<file path="config.mk">
export PLATFORM = sky130hd
export DESIGN_NAME = eib_sweep_seq
export DESIGN_NICKNAME = d
export VERILOG_FILES = /design/src/rtl/core/eib_pkg.sv /design/src/rtl/core/eib_sweep_seq.sv
export SDC_FILE = /design/constraint.sdc
export NUM_CORES = 1
export LEC_CHECK = 0
export ABC_AREA = 0
export BUFFER_PORTS_ARGS = -buffer_cell sky130_fd_sc_hd__buf_4
export CORE_AREA = 4 4 85 87
export CTS_BUF_LIST = sky130_fd_sc_hd__clkbuf_8
export CTS_CLUSTER_DIAMETER = 40
export DETAILED_ROUTE_END_ITERATION = 7
export DIE_AREA = 0 0 89 91
export GPL_ROUTABILITY_DRIVEN = 0
export PLACE_DENSITY = 0.67
export SLEW_MARGIN = 10
export SYNTH_ARGS = -nofsm -noshare
export SYNTH_HDL_FRONTEND = slang
export SYNTH_SLANG_ARGS = --single-unit
</file>
<file path="constraint.sdc">
create_clock -name clk -period 13.05 [get_ports clk]
set_input_delay 1.9575 -clock clk [delete_from_list [all_inputs] [get_ports clk]]
set_output_delay 1.9575 -clock clk [all_outputs]
set_load 0.1 [all_outputs]
</file>
<file path="src/rtl/core/eib_pkg.sv">
`timescale 1ns / 1ps

package eib_pkg;

    localparam int MAX_WIDTH_DEF  = 256;
    localparam int MAX_HEIGHT_DEF = 256;

    // pixel word: blue [7:0], green [15:8], red [23:16], alpha [31:24]
    localparam int PIX_W = 32;
    localparam int ACC_W = 12;

    localparam logic [1:0] CMD_WRITE = 2'd0;
    localparam logic [1:0] CMD_RUN   = 2'd1;
    localparam logic [1:0] CMD_READ  = 2'd2;

    localparam logic [1:0] REG_RADIUS = 2'd0;
    localparam logic [1:0] REG_WIDTH  = 2'd1;
    localparam logic [1:0] REG_HEIGHT = 2'd2;

    localparam logic KIND_READ = 1'b0;
    localparam logic KIND_DONE = 1'b1;

    typedef struct packed {
        logic       mem_en;
        logic       mem_we;
        logic       seed;
        logic       calc;
        logic [1:0] ch;
        logic       done;
    } seq_ctrl_t;

    function automatic logic [4:0] pick_weight(input logic [4:0] radius);
        logic [4:0] w;
        begin
            case (radius)
                5'd0:    w = 5'd16;
                5'd1:    w = 5'd14;
                5'd2:    w = 5'd10;
                5'd3:    w = 5'd8;
                5'd4:    w = 5'd6;
                5'd5:    w = 5'd5;
                5'd6:    w = 5'd5;
                5'd7:    w = 5'd4;
                5'd8:    w = 5'd3;
                5'd9:    w = 5'd3;
                5'd10:   w = 5'd3;
                5'd11:   w = 5'd3;
                5'd12:   w = 5'd2;
                5'd13:   w = 5'd2;
                5'd14:   w = 5'd2;
                5'd15:   w = 5'd2;
                5'd16:   w = 5'd2;
                5'd17:   w = 5'd2;
                default: w = 5'd1;
            endcase
            return w;
        end
    endfunction

endpackage

</file>
<file path="src/rtl/core/eib_sweep_seq.sv">
`timescale 1ns / 1ps

module eib_sweep_seq #(
    parameter int MAX_WIDTH  = 256,
    parameter int AW         = 16,
    parameter int SW         = 9
) (
    input  logic                clk,
    input  logic                rst_n,
    input  logic                start,
    input  logic [SW-1:0]       cols,
    input  logic [SW-1:0]       rows,
    output eib_pkg::seq_ctrl_t  ctrl,
    output logic [AW-1:0]       addr
);

    localparam logic [2:0] Q_IDLE  = 3'd0;
    localparam logic [2:0] Q_READ  = 3'd1;
    localparam logic [2:0] Q_SEED  = 3'd2;
    localparam logic [2:0] Q_CALC  = 3'd3;
    localparam logic [2:0] Q_WRITE = 3'd4;
    localparam logic [2:0] Q_DONE  = 3'd5;

    localparam logic [AW-1:0] ROW_STEP = AW'(MAX_WIDTH);

    logic [2:0]    state_reg, state_next;
    logic [1:0]    pass_reg, pass_next;
    logic [SW-1:0] line_reg, line_next;
    logic [SW-1:0] k_reg, k_next;
    logic [1:0]    ch_reg, ch_next;

    logic          vertical, forward;
    logic [SW-1:0] count, nlines, pos, x, y;
    logic          advance;

    always_comb
    begin
        vertical = ~pass_reg[0];
        forward  = ~pass_reg[1];
        count    = vertical ? rows : cols;
        nlines   = vertical ? cols : rows;
        pos      = forward ? k_reg : (count - 1'b1 - k_reg);
        x        = vertical ? line_reg : pos;
        y        = vertical ? pos : line_reg;
        addr     = AW'(y) * ROW_STEP + AW'(x);
    end

    always_comb
    begin
        state_next = state_reg;
        pass_next  = pass_reg;
        line_next  = line_reg;
        k_next     = k_reg;
        ch_next    = ch_reg;
        advance    = 1'b0;
        ctrl       = '0;
        ctrl.ch    = ch_reg;
        case (state_reg)
            Q_IDLE:
            begin
                if (start)
                begin
                    pass_next  = 2'd0;
                    line_next  = '0;
                    k_next     = '0;
                    state_next = Q_READ;
                end
            end
            Q_READ:
            begin
                ctrl.mem_en = 1'b1;
                ch_next     = 2'd0;
                state_next  = (k_reg == '0) ? Q_SEED : Q_CALC;
            end
            Q_SEED:
            begin
                ctrl.seed = 1'b1;
                advance   = 1'b1;
            end
            Q_CALC:
            begin
                ctrl.calc = 1'b1;
                ch_next   = ch_reg + 2'd1;
                if (ch_reg == 2'd2)
                begin
                    state_next = Q_WRITE;
                end
            end
            Q_WRITE:
            begin
                ctrl.mem_en = 1'b1;
                ctrl.mem_we = 1'b1;
                advance     = 1'b1;
            end
            Q_DONE:
            begin
                ctrl.done  = 1'b1;
                state_next = Q_IDLE;
            end
            default:
            begin
                state_next = Q_IDLE;
            end
        endcase

        if (advance)
        begin
            state_next = Q_READ;
            if (k_reg != count - 1'b1)
            begin
                k_next = k_reg + 1'b1;
            end
            else
            begin
                k_next = '0;
                if (line_reg != nlines - 1'b1)
                begin
                    line_next = line_reg + 1'b1;
                end
                else
                begin
                    line_next = '0;
                    if (pass_reg != 2'd3)
                    begin
                        pass_next = pass_reg + 2'd1;
                    end
                    else
                    begin
                        state_next = Q_DONE;
                    end
                end
            end
        end
    end

    always_ff @(posedge clk or negedge rst_n)
    begin
        if (!rst_n)
        begin
            state_reg <= Q_IDLE;
            pass_reg  <= 2'd0;
            line_reg  <= '0;
            k_reg     <= '0;
            ch_reg    <= 2'd0;
        end
        else
        begin
            state_reg <= state_next;
            pass_reg  <= pass_next;
            line_reg  <= line_next;
            k_reg     <= k_next;
            ch_reg    <= ch_next;
        end
    end

endmodule

</file>
# Word-level counts from Yosys, hierarchy flattened
# Index checks and enable logic that the tools add are counted.
# word_totals
elab_cells	69
in_bits	21
register_bits	25
output_inout_bits	23
# classes
n_reduce_logical	9
addsub	8
mux	35
eq_ne	12
# op_table
op	n
two-way mux 9 bit	13
adder 9 x 1 -> 9 bit (second input constant)	2
two-way mux 3 bit	6
!= test 9 bit	2
subtractor 9 x 1 -> 9 bit (second input constant)	2
adder 16 x 9 -> 16 bit	1
two-way mux 2 bit	6
case mux 3 bit (4 select lines)	1
logical NOT 9 bit	1
subtractor 9 bit	1
two-way mux 8 bit	1
two-way mux 1 bit	7
equality test 3 x 2 -> 1 bit (second input constant)	2
equality test 3 bit (second input constant)	2
!= test 3 bit (second input constant)	2
nonzero test 2 bit	3
adder 2 x 1 -> 2 bit (second input constant)	2
case mux 2 bit (2 select lines)	1
OR reduction 2 bit	2
equality test 3 x 1 -> 1 bit (second input constant)	1
logical NOT 3 bit	1
AND reduction 3 bit	1
equality test 2 bit (second input constant)	1
!= test 2 x 1 -> 1 bit (second input constant)	1
other kinds (2)	2

# Depth between registers and ports, before layout
# logic_depth
word_depth	6
ltp_mapped	21
mapped_depth_nobuf	17

# Worst setup path before layout
# Ideal clock, no wire load.
# synth_timing
kind	input to output
start	input port cols[0]
end	output port addr[11]
required_time_ns	11.092
path_buffers	0
arrival_time_ns	6.303
setup_slack_ns	4.790
cell_stages	15
path_cell_list	mux2i_1 nand3_1 or2_2 xor2_1 ha_1 a21o_1 a21o_1 a221oi_1 xnor2_1 mux2i_1 a21oi_1 ha_1 nand2_1 or2_2 xnor2_1
# synth_via
elab_chain_len	6
elab_cells_between_ends	7
cone_classes	add/sub: 3; mux: 4
# synth_lines
item	line_no	source
from (decl)	eib_sweep_seq.sv:11	input logic [SW-1:0] cols,
two-way mux 9 bit *	eib_sweep_seq.sv:40	count = vertical ? rows : cols;
subtractor 9 x 1 -> 9 bit *	eib_sweep_seq.sv:42	pos = forward ? k_reg : (count - 1'b1 - k_reg);
subtractor 9 bit *	eib_sweep_seq.sv:42	
two-way mux 9 bit *	eib_sweep_seq.sv:42	
two-way mux 8 bit / two-way mux 9 bit (equally long branches)	eib_sweep_seq.sv:44, eib_sweep_seq.sv:43	
adder 16 x 9 -> 16 bit *	eib_sweep_seq.sv:45	addr = AW'(y) * ROW_STEP + AW'(x);
to (decl)	eib_sweep_seq.sv:14	output logic [AW-1:0] addr
# Every way passes the cells marked *; elsewhere a longest branch is shown, timed or not.

# Worst setup path after layout
# layout_timing
start	input port cols[0]
end	output port addr[15]
# The elaborated chain is that of the path after synthesis.

==> impl_metrics.tcl <==
set metrics [dict create \
    status "finished clean" \
    wl_met2_um 3750 \
    drt-vias-per-instance 5.87 \
    peakVddDrop_v 0.000140 \
    nets 432 \
    async_flop_share_pct 100 \
    hold_buffers 0 \
    cts_buffer_depth 2 \
    synth_seq_area_share_pct 20.6 \
    dpl.hpwl_um 6130 \
    maxSlewViolCount 0 \
    syn_inst 362 \
    drt-met1-wl_um 3530 \
    postRouteAntennaNets 0 \
    drv_cap 0 \
    wl_per_cell_um 16.5 \
    crit_type "input pin to output port" \
    grt_pass1_vias 2649 \
    cp-start-kind "input pin" \
    synth.distinct_cells 64 \
    ys_warn_count 0 \
    antenna_cells 0 \
    final_core_util_pct 53.4 \
    postCtsSetupRepairBufs 0 \
    period_share_pct 60.2 \
    grt_overflow_total 0 \
    drive_above_1_share_pct 18.9 \
    port_buffers 43 \
    rsz0062_at_grt "false" \
    drc 0 \
    met3_length_um 360 \
    p_per_area_mw_per_mm2 122 \
    synth_area_sq_mm 0.00304 \
    synth_edf_count 0 \
    synth_fp_nets 401 \
    die-height_um 91 \
    finalHoldViolations 0 \
    mostFrequentLayoutCell "buf_4" \
    nFillCells 612 \
    power.total_w 0.000414 \
    antenna_found_initial 0 \
    cts_tree "done" \
    dr.max_layer_used "met4" \
    relSlewSlack_pct 34.1 \
    vias 2752 \
    syn2layout_area_growth_pct 11.7 \
    yosys-top-cells-area "dfrtp_1, mux2i_1, ha_1" \
    grt_max_degree 41 \
    critPathMaxFanout 5 \
    clk_latency_ps 270 \
    layout_common_cells "buf_4, mux2i_1, o21ai_0, nor2_1, dfrtp_1" \
    worst_ep_arrival_time_ps 5900 \
    drt_first_iter_violations 108 \
    dieArea_sq_mm 0.00810 \
    synth_top_cell_by_area "dfrtp_1" \
    postCtsResizedCells 0 \
    coreArea_sq_mm 0.00635 \
    io_pins 44 \
    min_period_ps 7860 \
    floorplan.rows 29 \
    clkSinkCount 25 \
    synth_seq_cells 25 \
    leakagePower_nw 1.41 \
    required_ps 11090 \
    clk_pin_slew_ps 90 \
    drt-total-wl_um 7730 \
    end_kind "output port" \
    cts-root-buf "clkbuf_8" \
    grt.total_usage_pct 19.4 \
    yosysTopAreaCellShare_pct 20.6 \
    fmax_ghz 0.127 \
    tightest_slew_ps 980 \
    fin_tns_setup_ps 0 \
    clock_skew_ps 2.01 \
    syn_area_per_cell_sq_um 8.39 \
    die_w_um 89 \
    cts_buffers 3 \
    setup_viol 0 \
    h-tree-depth 1 \
    initial_core_util_pct 47.8 \
    dr.pass1.iters 4 \
    grt_pass1_wl_um 12700 \
    synth_ff_type "dfrtp_1" \
    hp-class "flip-flop to flip-flop" \
]
## worst paths after layout
| kind | startpoint | end | slack, ps | cells past startpoint |
|---|---|---|---|---|
| min in group asynchronous | rst_n | k_reg[6] | 1570 | 1 |
| max in group asynchronous | rst_n | pass_reg[0] | 11210 | 1 |
| worst min-delay path | ch_reg[1] | ch_reg[1] | 530 | 2 |
| worst min register to register | ch_reg[1] | ch_reg[1] | 530 | 2 |
| worst max-delay path | cols[0] | addr[15] | 5190 | 18 |
| worst max register to register | pass_reg[0] | line_reg[3] | 8970 | 13 |
## synthesized netlist by cell type (all sizes together) (2+ instances only)
library cell / number
nor3: 20
o2111ai: 2
a22o: 4
and3: 8
nor2: 25
or2: 3
inv: 17
ha: 17
o21ai: 27
nor3b: 7
a211o: 2
nand2: 21
buf: 11
xnor2: 22
nand2b: 9
nand4: 4
nor4: 3
nand3: 9
or3: 2
a21oi: 17
a31oi: 2
nor2b: 5
o22ai: 6
a21o: 7
nor4b: 5
clkbuf: 6
a221oi: 4
mux2: 9
o211ai: 4
xor2: 14
o31ai: 3
mux2i: 26
dfrtp: 25
## final cells by class
class | count | area (sq um) | share of cell area (%)
clock inverter | 1 | 3.75 | 0.111
inverter | 17 | 63.8 | 1.88
tap | 77 | 96.3 | 2.84
multi-input combinational | 301 | 2220 | 65.5
sequential | 25 | 627 | 18.5
clock buffer | 3 | 41.3 | 1.22
timing repair buffer | 45 | 338 | 9.96
## worst max-delay path, stage by stage
cell,delay [ps]
buf_4,130
mux2i_1,240
nand3_1,150
or2_2,340
xor2_1,180
ha_1,350
a21o_1,190
a21o_1,170
a221oi_1,340
xnor2_1,160
mux2i_1,90
a21oi_1,230
ha_1,180
nand2_1,70
or2_2,340
nor4_1,300
xnor2_1,160
buf_4,310
## per-stage QoR
stage	hold slack (ps)	std cells	instance area, sq um	setup WS [ps]
after global routing	586	469	3390	4940
after CTS	539	469	3390	5190
after global placement	511	465	3350	5310
final	532	469	3390	5190
after detailed placement	510	465	3350	5190
after floorplan	487	362	3040	4790
## power by group
part | switching (W) | total [W] | internal, W
Clock | 0.0000251 | 0.0000462 | 0.0000211
Sequential | 0.0000227 | 0.000112 | 0.0000896
Combinational | 0.000178 | 0.000256 | 0.0000774
## layer usage
layer,vias up,track usage [%]
li1,1386,-
met1,1300,27.3
met2,58,31.8
met3,8,1.63
met4,0,4.96
met5,-,0
## cell families after synthesis
group | Yosys count | synth area share [%]
XOR/XNOR | 36 | 10.6
AO/OA/AOI/OAI | 87 | 19.1
AND/OR/NAND/NOR | 125 | 23.9
flip-flops | 25 | 20.6
multiplexers | 35 | 11.9
buffers and inverters | 36 | 6.22
adder cells (fa/ha/maj) | 18 | 7.66
No activity file was read; power rests on OpenSTA's default activity.
