===== src/rtl/core/eib_pkg.sv =====
`timescale 1ns / 1ps

package eib_pkg;

    localparam int MAX_WIDTH_DEF  = 256;
    localparam int MAX_HEIGHT_DEF = 256;

    // pixel word: blue [7:0], green [15:8], red [23:16], alpha [31:24]
    localparam int PIX_W = 32;
    localparam int ACC_W = 12;

    localparam logic [1:0] CMD_WRITE = 2'd0;
    localparam logic [1:0] CMD_RUN   = 2'd1;
    localparam logic [1:0] CMD_READ  = 2'd2;

    localparam logic [1:0] REG_RADIUS = 2'd0;
    localparam logic [1:0] REG_WIDTH  = 2'd1;
    localparam logic [1:0] REG_HEIGHT = 2'd2;

    localparam logic KIND_READ = 1'b0;
    localparam logic KIND_DONE = 1'b1;

    typedef struct packed {
        logic       mem_en;
        logic       mem_we;
        logic       seed;
        logic       calc;
        logic [1:0] ch;
        logic       done;
    } seq_ctrl_t;

    function automatic logic [4:0] pick_weight(input logic [4:0] radius);
        logic [4:0] w;
        begin
            case (radius)
                5'd0:    w = 5'd16;
                5'd1:    w = 5'd14;
                5'd2:    w = 5'd10;
                5'd3:    w = 5'd8;
                5'd4:    w = 5'd6;
                5'd5:    w = 5'd5;
                5'd6:    w = 5'd5;
                5'd7:    w = 5'd4;
                5'd8:    w = 5'd3;
                5'd9:    w = 5'd3;
                5'd10:   w = 5'd3;
                5'd11:   w = 5'd3;
                5'd12:   w = 5'd2;
                5'd13:   w = 5'd2;
                5'd14:   w = 5'd2;
                5'd15:   w = 5'd2;
                5'd16:   w = 5'd2;
                5'd17:   w = 5'd2;
                default: w = 5'd1;
            endcase
            return w;
        end
    endfunction

endpackage


===== src/rtl/core/eib_filter_unit.sv =====
`timescale 1ns / 1ps

module eib_filter_unit (
    input  logic                      clk,
    input  logic                      rst_n,
    input  eib_pkg::seq_ctrl_t        ctrl,
    input  logic [4:0]                weight,
    input  logic [eib_pkg::PIX_W-1:0] rdata,
    output logic [eib_pkg::PIX_W-1:0] wdata
);

    logic [eib_pkg::ACC_W-1:0] acc0_reg, acc1_reg, acc2_reg;
    logic [eib_pkg::ACC_W-1:0] acc_sel;
    logic [7:0]                pix_sel;
    logic signed [12:0]        diff;
    logic signed [18:0]        prod;
    logic signed [18:0]        prod_adj;
    logic signed [14:0]        quot;
    logic [eib_pkg::ACC_W-1:0] acc_new;

    always_comb
    begin
        case (ctrl.ch)
            2'd1:
            begin
                acc_sel = acc1_reg;
                pix_sel = rdata[15:8];
            end
            2'd2:
            begin
                acc_sel = acc2_reg;
                pix_sel = rdata[23:16];
            end
            default:
            begin
                acc_sel = acc0_reg;
                pix_sel = rdata[7:0];
            end
        endcase
    end

    // shared update: acc += ((pix*16 - acc) * w) / 16, truncating toward zero
    always_comb
    begin
        diff     = $signed({1'b0, pix_sel, 4'b0000}) - $signed({1'b0, acc_sel});
        prod     = 19'(diff) * 19'($signed({1'b0, weight}));
        prod_adj = prod + (prod[18] ? 19'sd15 : 19'sd0);
        quot     = prod_adj[18:4];
        acc_new  = acc_sel + quot[eib_pkg::ACC_W-1:0];
    end

    always_ff @(posedge clk or negedge rst_n)
    begin
        if (!rst_n)
        begin
            acc0_reg <= '0;
            acc1_reg <= '0;
            acc2_reg <= '0;
        end
        else if (ctrl.seed)
        begin
            acc0_reg <= {rdata[7:0], 4'b0000};
            acc1_reg <= {rdata[15:8], 4'b0000};
            acc2_reg <= {rdata[23:16], 4'b0000};
        end
        else if (ctrl.calc)
        begin
            case (ctrl.ch)
                2'd1:    acc1_reg <= acc_new;
                2'd2:    acc2_reg <= acc_new;
                default: acc0_reg <= acc_new;
            endcase
        end
    end

    assign wdata = {rdata[31:24], acc2_reg[11:4], acc1_reg[11:4], acc0_reg[11:4]};

endmodule


===== config.mk =====
export PLATFORM = sky130hd
export DESIGN_NAME = eib_filter_unit
export DESIGN_NICKNAME = d
export VERILOG_FILES = /design/src/rtl/core/eib_pkg.sv /design/src/rtl/core/eib_filter_unit.sv
export SDC_FILE = /design/constraint.sdc
export NUM_CORES = 1
export LEC_CHECK = 0
export ABC_AREA = 1
export BUFFER_PORTS_ARGS = -buffer_cell sky130_fd_sc_hd__buf_2
export CORE_UTILIZATION = 45
export DETAILED_ROUTE_END_ITERATION = 10
export PLACE_DENSITY = 0.74
export SETUP_SLACK_MARGIN = 0.5
export SLEW_MARGIN = 0
export SYNTH_ARGS = -nofsm -noshare
export SYNTH_HDL_FRONTEND = slang
export SYNTH_SLANG_ARGS = --single-unit

===== constraint.sdc =====
create_clock -name clk -period 7.35 [get_ports clk]
set_input_delay 2.205 -clock clk [delete_from_list [all_inputs] [get_ports clk]]
set_output_delay 2.205 -clock clk [all_outputs]
set_load 0.05 [all_outputs]

; After elaboration in Yosys (flattened, before gate mapping)
; Cells that the tools add are included.
[op_classes]
add_sub_neg = 3
mul = 1
n_eq_ne = 3
n_mux = 12
n_reduce_logical = 7
[ops]
columns = cell, n
row1 = $mux W12, 9
row2 = $pmux W12 S2, 1
row3 = $mul A13 B6 Y19, 1
row4 = $add A16 B5 Y16, 1
row5 = $pmux W8 S2, 1
row6 = $sub A12 B12 Y13, 1
row7 = $add A12 B12 Y12, 1
row8 = $reduce_and A2 Y1, 3
row9 = $reduce_bool A2 Y1, 3
row10 = $mux W4, 1
row11 = $eq A2 B1 Y1 const B, 1
row12 = $eq A2 B2 Y1 const B, 1
row13 = $ne A2 B1 Y1 const B, 1
row14 = $reduce_or A2 Y1, 1
[word_totals]
ff_bits = 36
inputBits = 46
out_inout_bits = 32

; Logic depth before layout (Yosys ltp)
[depth]
depth_word = 10
ltp_mapped = 55
depth_no_buf = 53

; Worst setup path before layout
; No wires, ideal clock.
[synth_path]
path_type = input -> register
start = input ctrl[1] in the netlist's numbering
end = register acc0_reg[11] in the netlist's numbering
setup_ps = 119
arrival_ps = 9042
required_ps = 7231
path_slack_ps = -1811
path_stages = 49
path_buffers = 2
cell_sequence = inv_1 > ha_1 > inv_2 > buf_4 > clkbuf_1 > o221ai_1 > o21ai_0 > inv_1 > ha_1 > nand2_1 > inv_1 > nand4_1 > nand3_1 > nand3_1 > nand2_1 > a21oi_1 > o21bai_1 > nor2_1 > [13 not listed] > nand2_2 > nand2_1 > nand2_1 > nor2_4 > nand3_2 > nor2_2 > nand2_1 > nor2_1 > inv_1 > nand2_1 > inv_1 > ha_1 > a21oi_1 > nor2_1 > a211oi_1 > nand3_2 > nand4_1 > nand2_1
[synth_between]
elab_chain_len = 10
word_cells_on_any_way = 15
cone_classes = add/sub: 3 / mul: 1 / eq/ne: 3 / mux: 6 / reduce/logical: 2
[synth_lines]
columns = item, line
row1 = start: declaration, eib_filter_unit.sv:6  ; input eib_pkg::seq_ctrl_t ctrl,
row2 = $eq A2 B2 Y1 or $eq A2 B1 Y1 (tied branches), "eib_filter_unit.sv:23, eib_filter_unit.sv:68"
row3 = $pmux W12 S2 or $pmux W8 S2 (tied branches), eib_filter_unit.sv:23  ; case (ctrl.ch)
row4 = $sub A12 B12 Y13, eib_filter_unit.sv:45  ; diff = $signed({1'b0, pix_sel, 4'b0000}) - $signed({1'b0, acc_sel});
row5 = $mul A13 B6 Y19, eib_filter_unit.sv:46  ; prod = 19'(diff) * 19'($signed({1'b0, weight}));
row6 = $mux W4, eib_filter_unit.sv:47  ; prod_adj = prod + (prod[18] ? 19'sd15 : 19'sd0);
row7 = $add A16 B5 Y16, eib_filter_unit.sv:47
row8 = $add A12 B12 Y12, eib_filter_unit.sv:49  ; acc_new = acc_sel + quot[eib_pkg::ACC_W-1:0];
row9 = $mux W12, eib_filter_unit.sv:68  ; case (ctrl.ch)
row10 = $mux W12, eib_filter_unit.sv:66  ; else if (ctrl.calc)
row11 = $mux W12, eib_filter_unit.sv:60  ; else if (ctrl.seed)
row12 = end signal: assignment, eib_filter_unit.sv:62  ; acc0_reg <= {rdata[7:0], 4'b0000};
row13 = end signal: assignment, eib_filter_unit.sv:71  ; default: acc0_reg <= acc_new;
row14 = end: declaration, eib_filter_unit.sv:12  ; logic [eib_pkg::ACC_W-1:0] acc0_reg, acc1_reg, acc2_reg;
; Parallel ways exist; a longest one is shown, timed or not. The select of a mux whose other input is x is not followed.
; A chain may end at the register's enable or synchronous reset.

; Worst setup path after layout
[layout_path]
start = input ctrl[1] in the netlist's numbering
end = register acc2_reg[11] in the netlist's numbering
[layout_between]
elab_chain_len = 10
word_cells_on_any_way = 14
cone_classes = add/sub: 3 / mul: 1 / eq/ne: 2 / mux: 6 / reduce/logical: 2
[layout_lines]
columns = item, line
row1 = $eq A2 B2 Y1 or $eq A2 B1 Y1 (tied branches), "eib_filter_unit.sv:23, eib_filter_unit.sv:68"
row2 = $pmux W12 S2 or $pmux W8 S2 (tied branches), eib_filter_unit.sv:23
row3 = $sub A12 B12 Y13, eib_filter_unit.sv:45
row4 = $mul A13 B6 Y19, eib_filter_unit.sv:46
row5 = $mux W4, eib_filter_unit.sv:47
row6 = $add A16 B5 Y16, eib_filter_unit.sv:47
row7 = $add A12 B12 Y12, eib_filter_unit.sv:49
row8 = $mux W12, eib_filter_unit.sv:68
row9 = $mux W12, eib_filter_unit.sv:66
row10 = $mux W12, eib_filter_unit.sv:60
row11 = end signal: assignment, eib_filter_unit.sv:64  ; acc2_reg <= {rdata[23:16], 4'b0000};
row12 = end signal: assignment, eib_filter_unit.sv:70  ; 2'd2: acc2_reg <= acc_new;
row13 = end: declaration, eib_filter_unit.sv:12
; Parallel ways exist; a longest one is shown, timed or not. The select of a mux whose other input is x is not followed.

==> run metrics <==
ANT cells 0; Worst EP required 7.52 ns; Cell Area, Synth 6070 um^2; most frequent cells in the layout buf_4, inv_1, nand2_1, nor2_1, buf_2; Initial Utilization 46.0%; Post-DP HPWL 12600 um; aggregate routed wire length 18700 um; max_cap viols 0; RSZ-0062 raised after global routing true; crit path time final 9.01 ns; YS warnings 0; largest net degree at the start of global routing 37; final cell count without fillers 1274; layout net count 1242; vias in the first global route 6553; Max Root-Sink Buffers 2; Clock Tree Root clkbuf_16; Clock Skews 0.00422 ns; DP Cell Count 1216; Mapped Cells 879; routability congestion estimate 0.893; Total GRT Usage 25.5%; failing checks setup timing; Post-synth EDFFs 0; FP Rows 42; vias 6511; syn nets 1024; DRC 0; Antenna Nets Post-Route 0; die width 118 um; routed length per placed instance 14.7 um; synthesis-to-finish area growth 46.3%; layout cells sized above 1 42.6%; sequential-to-total area share from yosys stat 14.8%; Post-synth ARST share 100%; first-pass GRT wire length 28900 um; ys flop type dfrtp_1; clk slew on worst S/H paths 0.06 ns; CTS tree done; count of pins over their slew limit 0; full die area 14000 um^2; crit path DAT 9.18 ns; Final Cycle Share 123%; Yosys reg bits 36; # hold bufs at CTS 0; commonest non-fill, non-tap cell in the layout buf_4; FMAX 0.111 GHz; Final Util 67.3%; TritonCTS Sinks 36; Die Span Y 118 um; Hold Fails Final Rpt 0; crit path capture type flip-flop; post-synthesis cell type count 42; Setup CP Type input pin to flip-flop; Setup-failing EPs final 36; clock latency at the later pin of the worst-skew pair 0.29 ns; Iteration-0 DRC Markers 575; reg2reg path depth 44; CP max stage delay 0.54 ns; worst-margin pin slew 0.808 ns; CTS buffer count 5; DRT Pass-1 Iters 5; most used cell, CP nand2_2; setup ws final -1.66 ns; status complete, but fails checks; worst hold path depth 2; grt ovf 0; Crit-path slowest cell fa_1; Rel. slew slack 46.1%; Port Buffer Count 58; core area 13200 um^2; I/O pin cnt 78; CP Max Fanout 5; htree depth 2; Critical Path Source Type input pin; Hold Path Class flip-flop to flip-flop; syn avg cell area 6.91 um^2; initial antenna violation count 0; routed vias/inst 5.11
[layer usage]
| metal | GRT usage [%] | part of all wire, % | vias up |
|---|---|---|---|
| li1 | - | - | 3120 |
| met3 | 2.32 | 4.6 | 65 |
| met4 | 11.0 | 4.1 | 0 |
| met2 | 46.8 | 50 | 258 |
| met1 | 30.0 | 41 | 3068 |
| met5 | 0 | 0 | - |
[synth_stat cells, types with 5 or more instances]
cell      number  area (um^2)
a21oi_1       26          130
buf_2          6         30.0
buf_4         33          248
clkbuf_1      12         45.0
dfrtp_1       36          901
fa_1          40          801
ha_1          59          738
inv_1        204          766
nand2_1      180          676
nand2_2       12         75.1
nand3_1       24          120
nand3_2        9         90.1
nand4_1       13         81.3
nor2_1        74          278
nor2_2         5         31.3
o211ai_1       6         45.0
o21ai_0       34          170
o21bai_1      11         82.6
o221ai_1      10         87.6
o22ai_1       16          100
xnor2_1        5         43.8
xor2_1        21          184
[logic make-up after synthesis]
family	synth area share, %
adders and majority gates	25.4
xor gates and xnor gates	4.55
buffers and inverters	18.2
and+or+nand+nor	23.8
AOI/OAI and AO/OA	13.2
DFF	14.8
[critical path, delay by kind of cell]
| kind | cells | cell delay [ns] |
|---|---|---|
| adder cells (fa/ha/maj) | 7 | 2.46 |
| buffers and inverters | 11 | 1.06 |
| AND/OR/NAND/NOR | 22 | 2.06 |
| AO/OA/AOI/OAI | 5 | 1.08 |
| XOR/XNOR | 2 | 0.29 |
[through the flow]
| step | cell area, um^2 | TNS [ns] | hold slack (ns) | setup slack [ns] |
|---|---|---|---|---|
| finish | 8880 | -50.35 | 0.483 | -1.66 |
| global route | 8880 | -60.53 | 0.515 | -1.96 |
| CTS | 8520 | -37.14 | 0.486 | -1.23 |
| detailed placement | 7680 | -59.41 | 0.472 | -1.84 |
| global placement | 7680 | -54.79 | 0.465 | -1.72 |
| floorplan | 6400 | -32.97 | 0.449 | -1.14 |
[path summary, 6_finish.rpt]
kind	to	slack [ns]	from
max	acc2_reg[11]	-1.66	ctrl[1]
min	acc2_reg[0]	0.48	acc2_reg[0]
max reg2reg	acc2_reg[11]	0.31	acc2_reg[4]
min reg2reg	acc2_reg[0]	0.48	acc2_reg[0]
max in group asynchronous	acc0_reg[7]	4.83	rst_n
min in group asynchronous	acc1_reg[2]	1.99	rst_n
[what timing repair did]
action                     4_1_cts  5_1_grt
resized for setup               92       62
pin swaps                       63       73
gates cloned                     2        0
setup endpoints to repair       36       36
buffers inserted                32       16
[area by class of cell]
cell class / count / area (um^2)
Tap cell: 176 / 220
Multi-Input combinational cell: 584 / 4890
Clock inverter: 3 / 42.5
Timing Repair inverter: 1 / 6.26
Fill cell: 1006 / 4310
Timing Repair Buffer: 261 / 1900
Clock buffer: 5 / 125
Sequential cell: 36 / 901
Inverter: 208 / 793
Power is not shown: default switching activity piles up to over one toggle a cycle in this logic, so the estimate is an artifact.
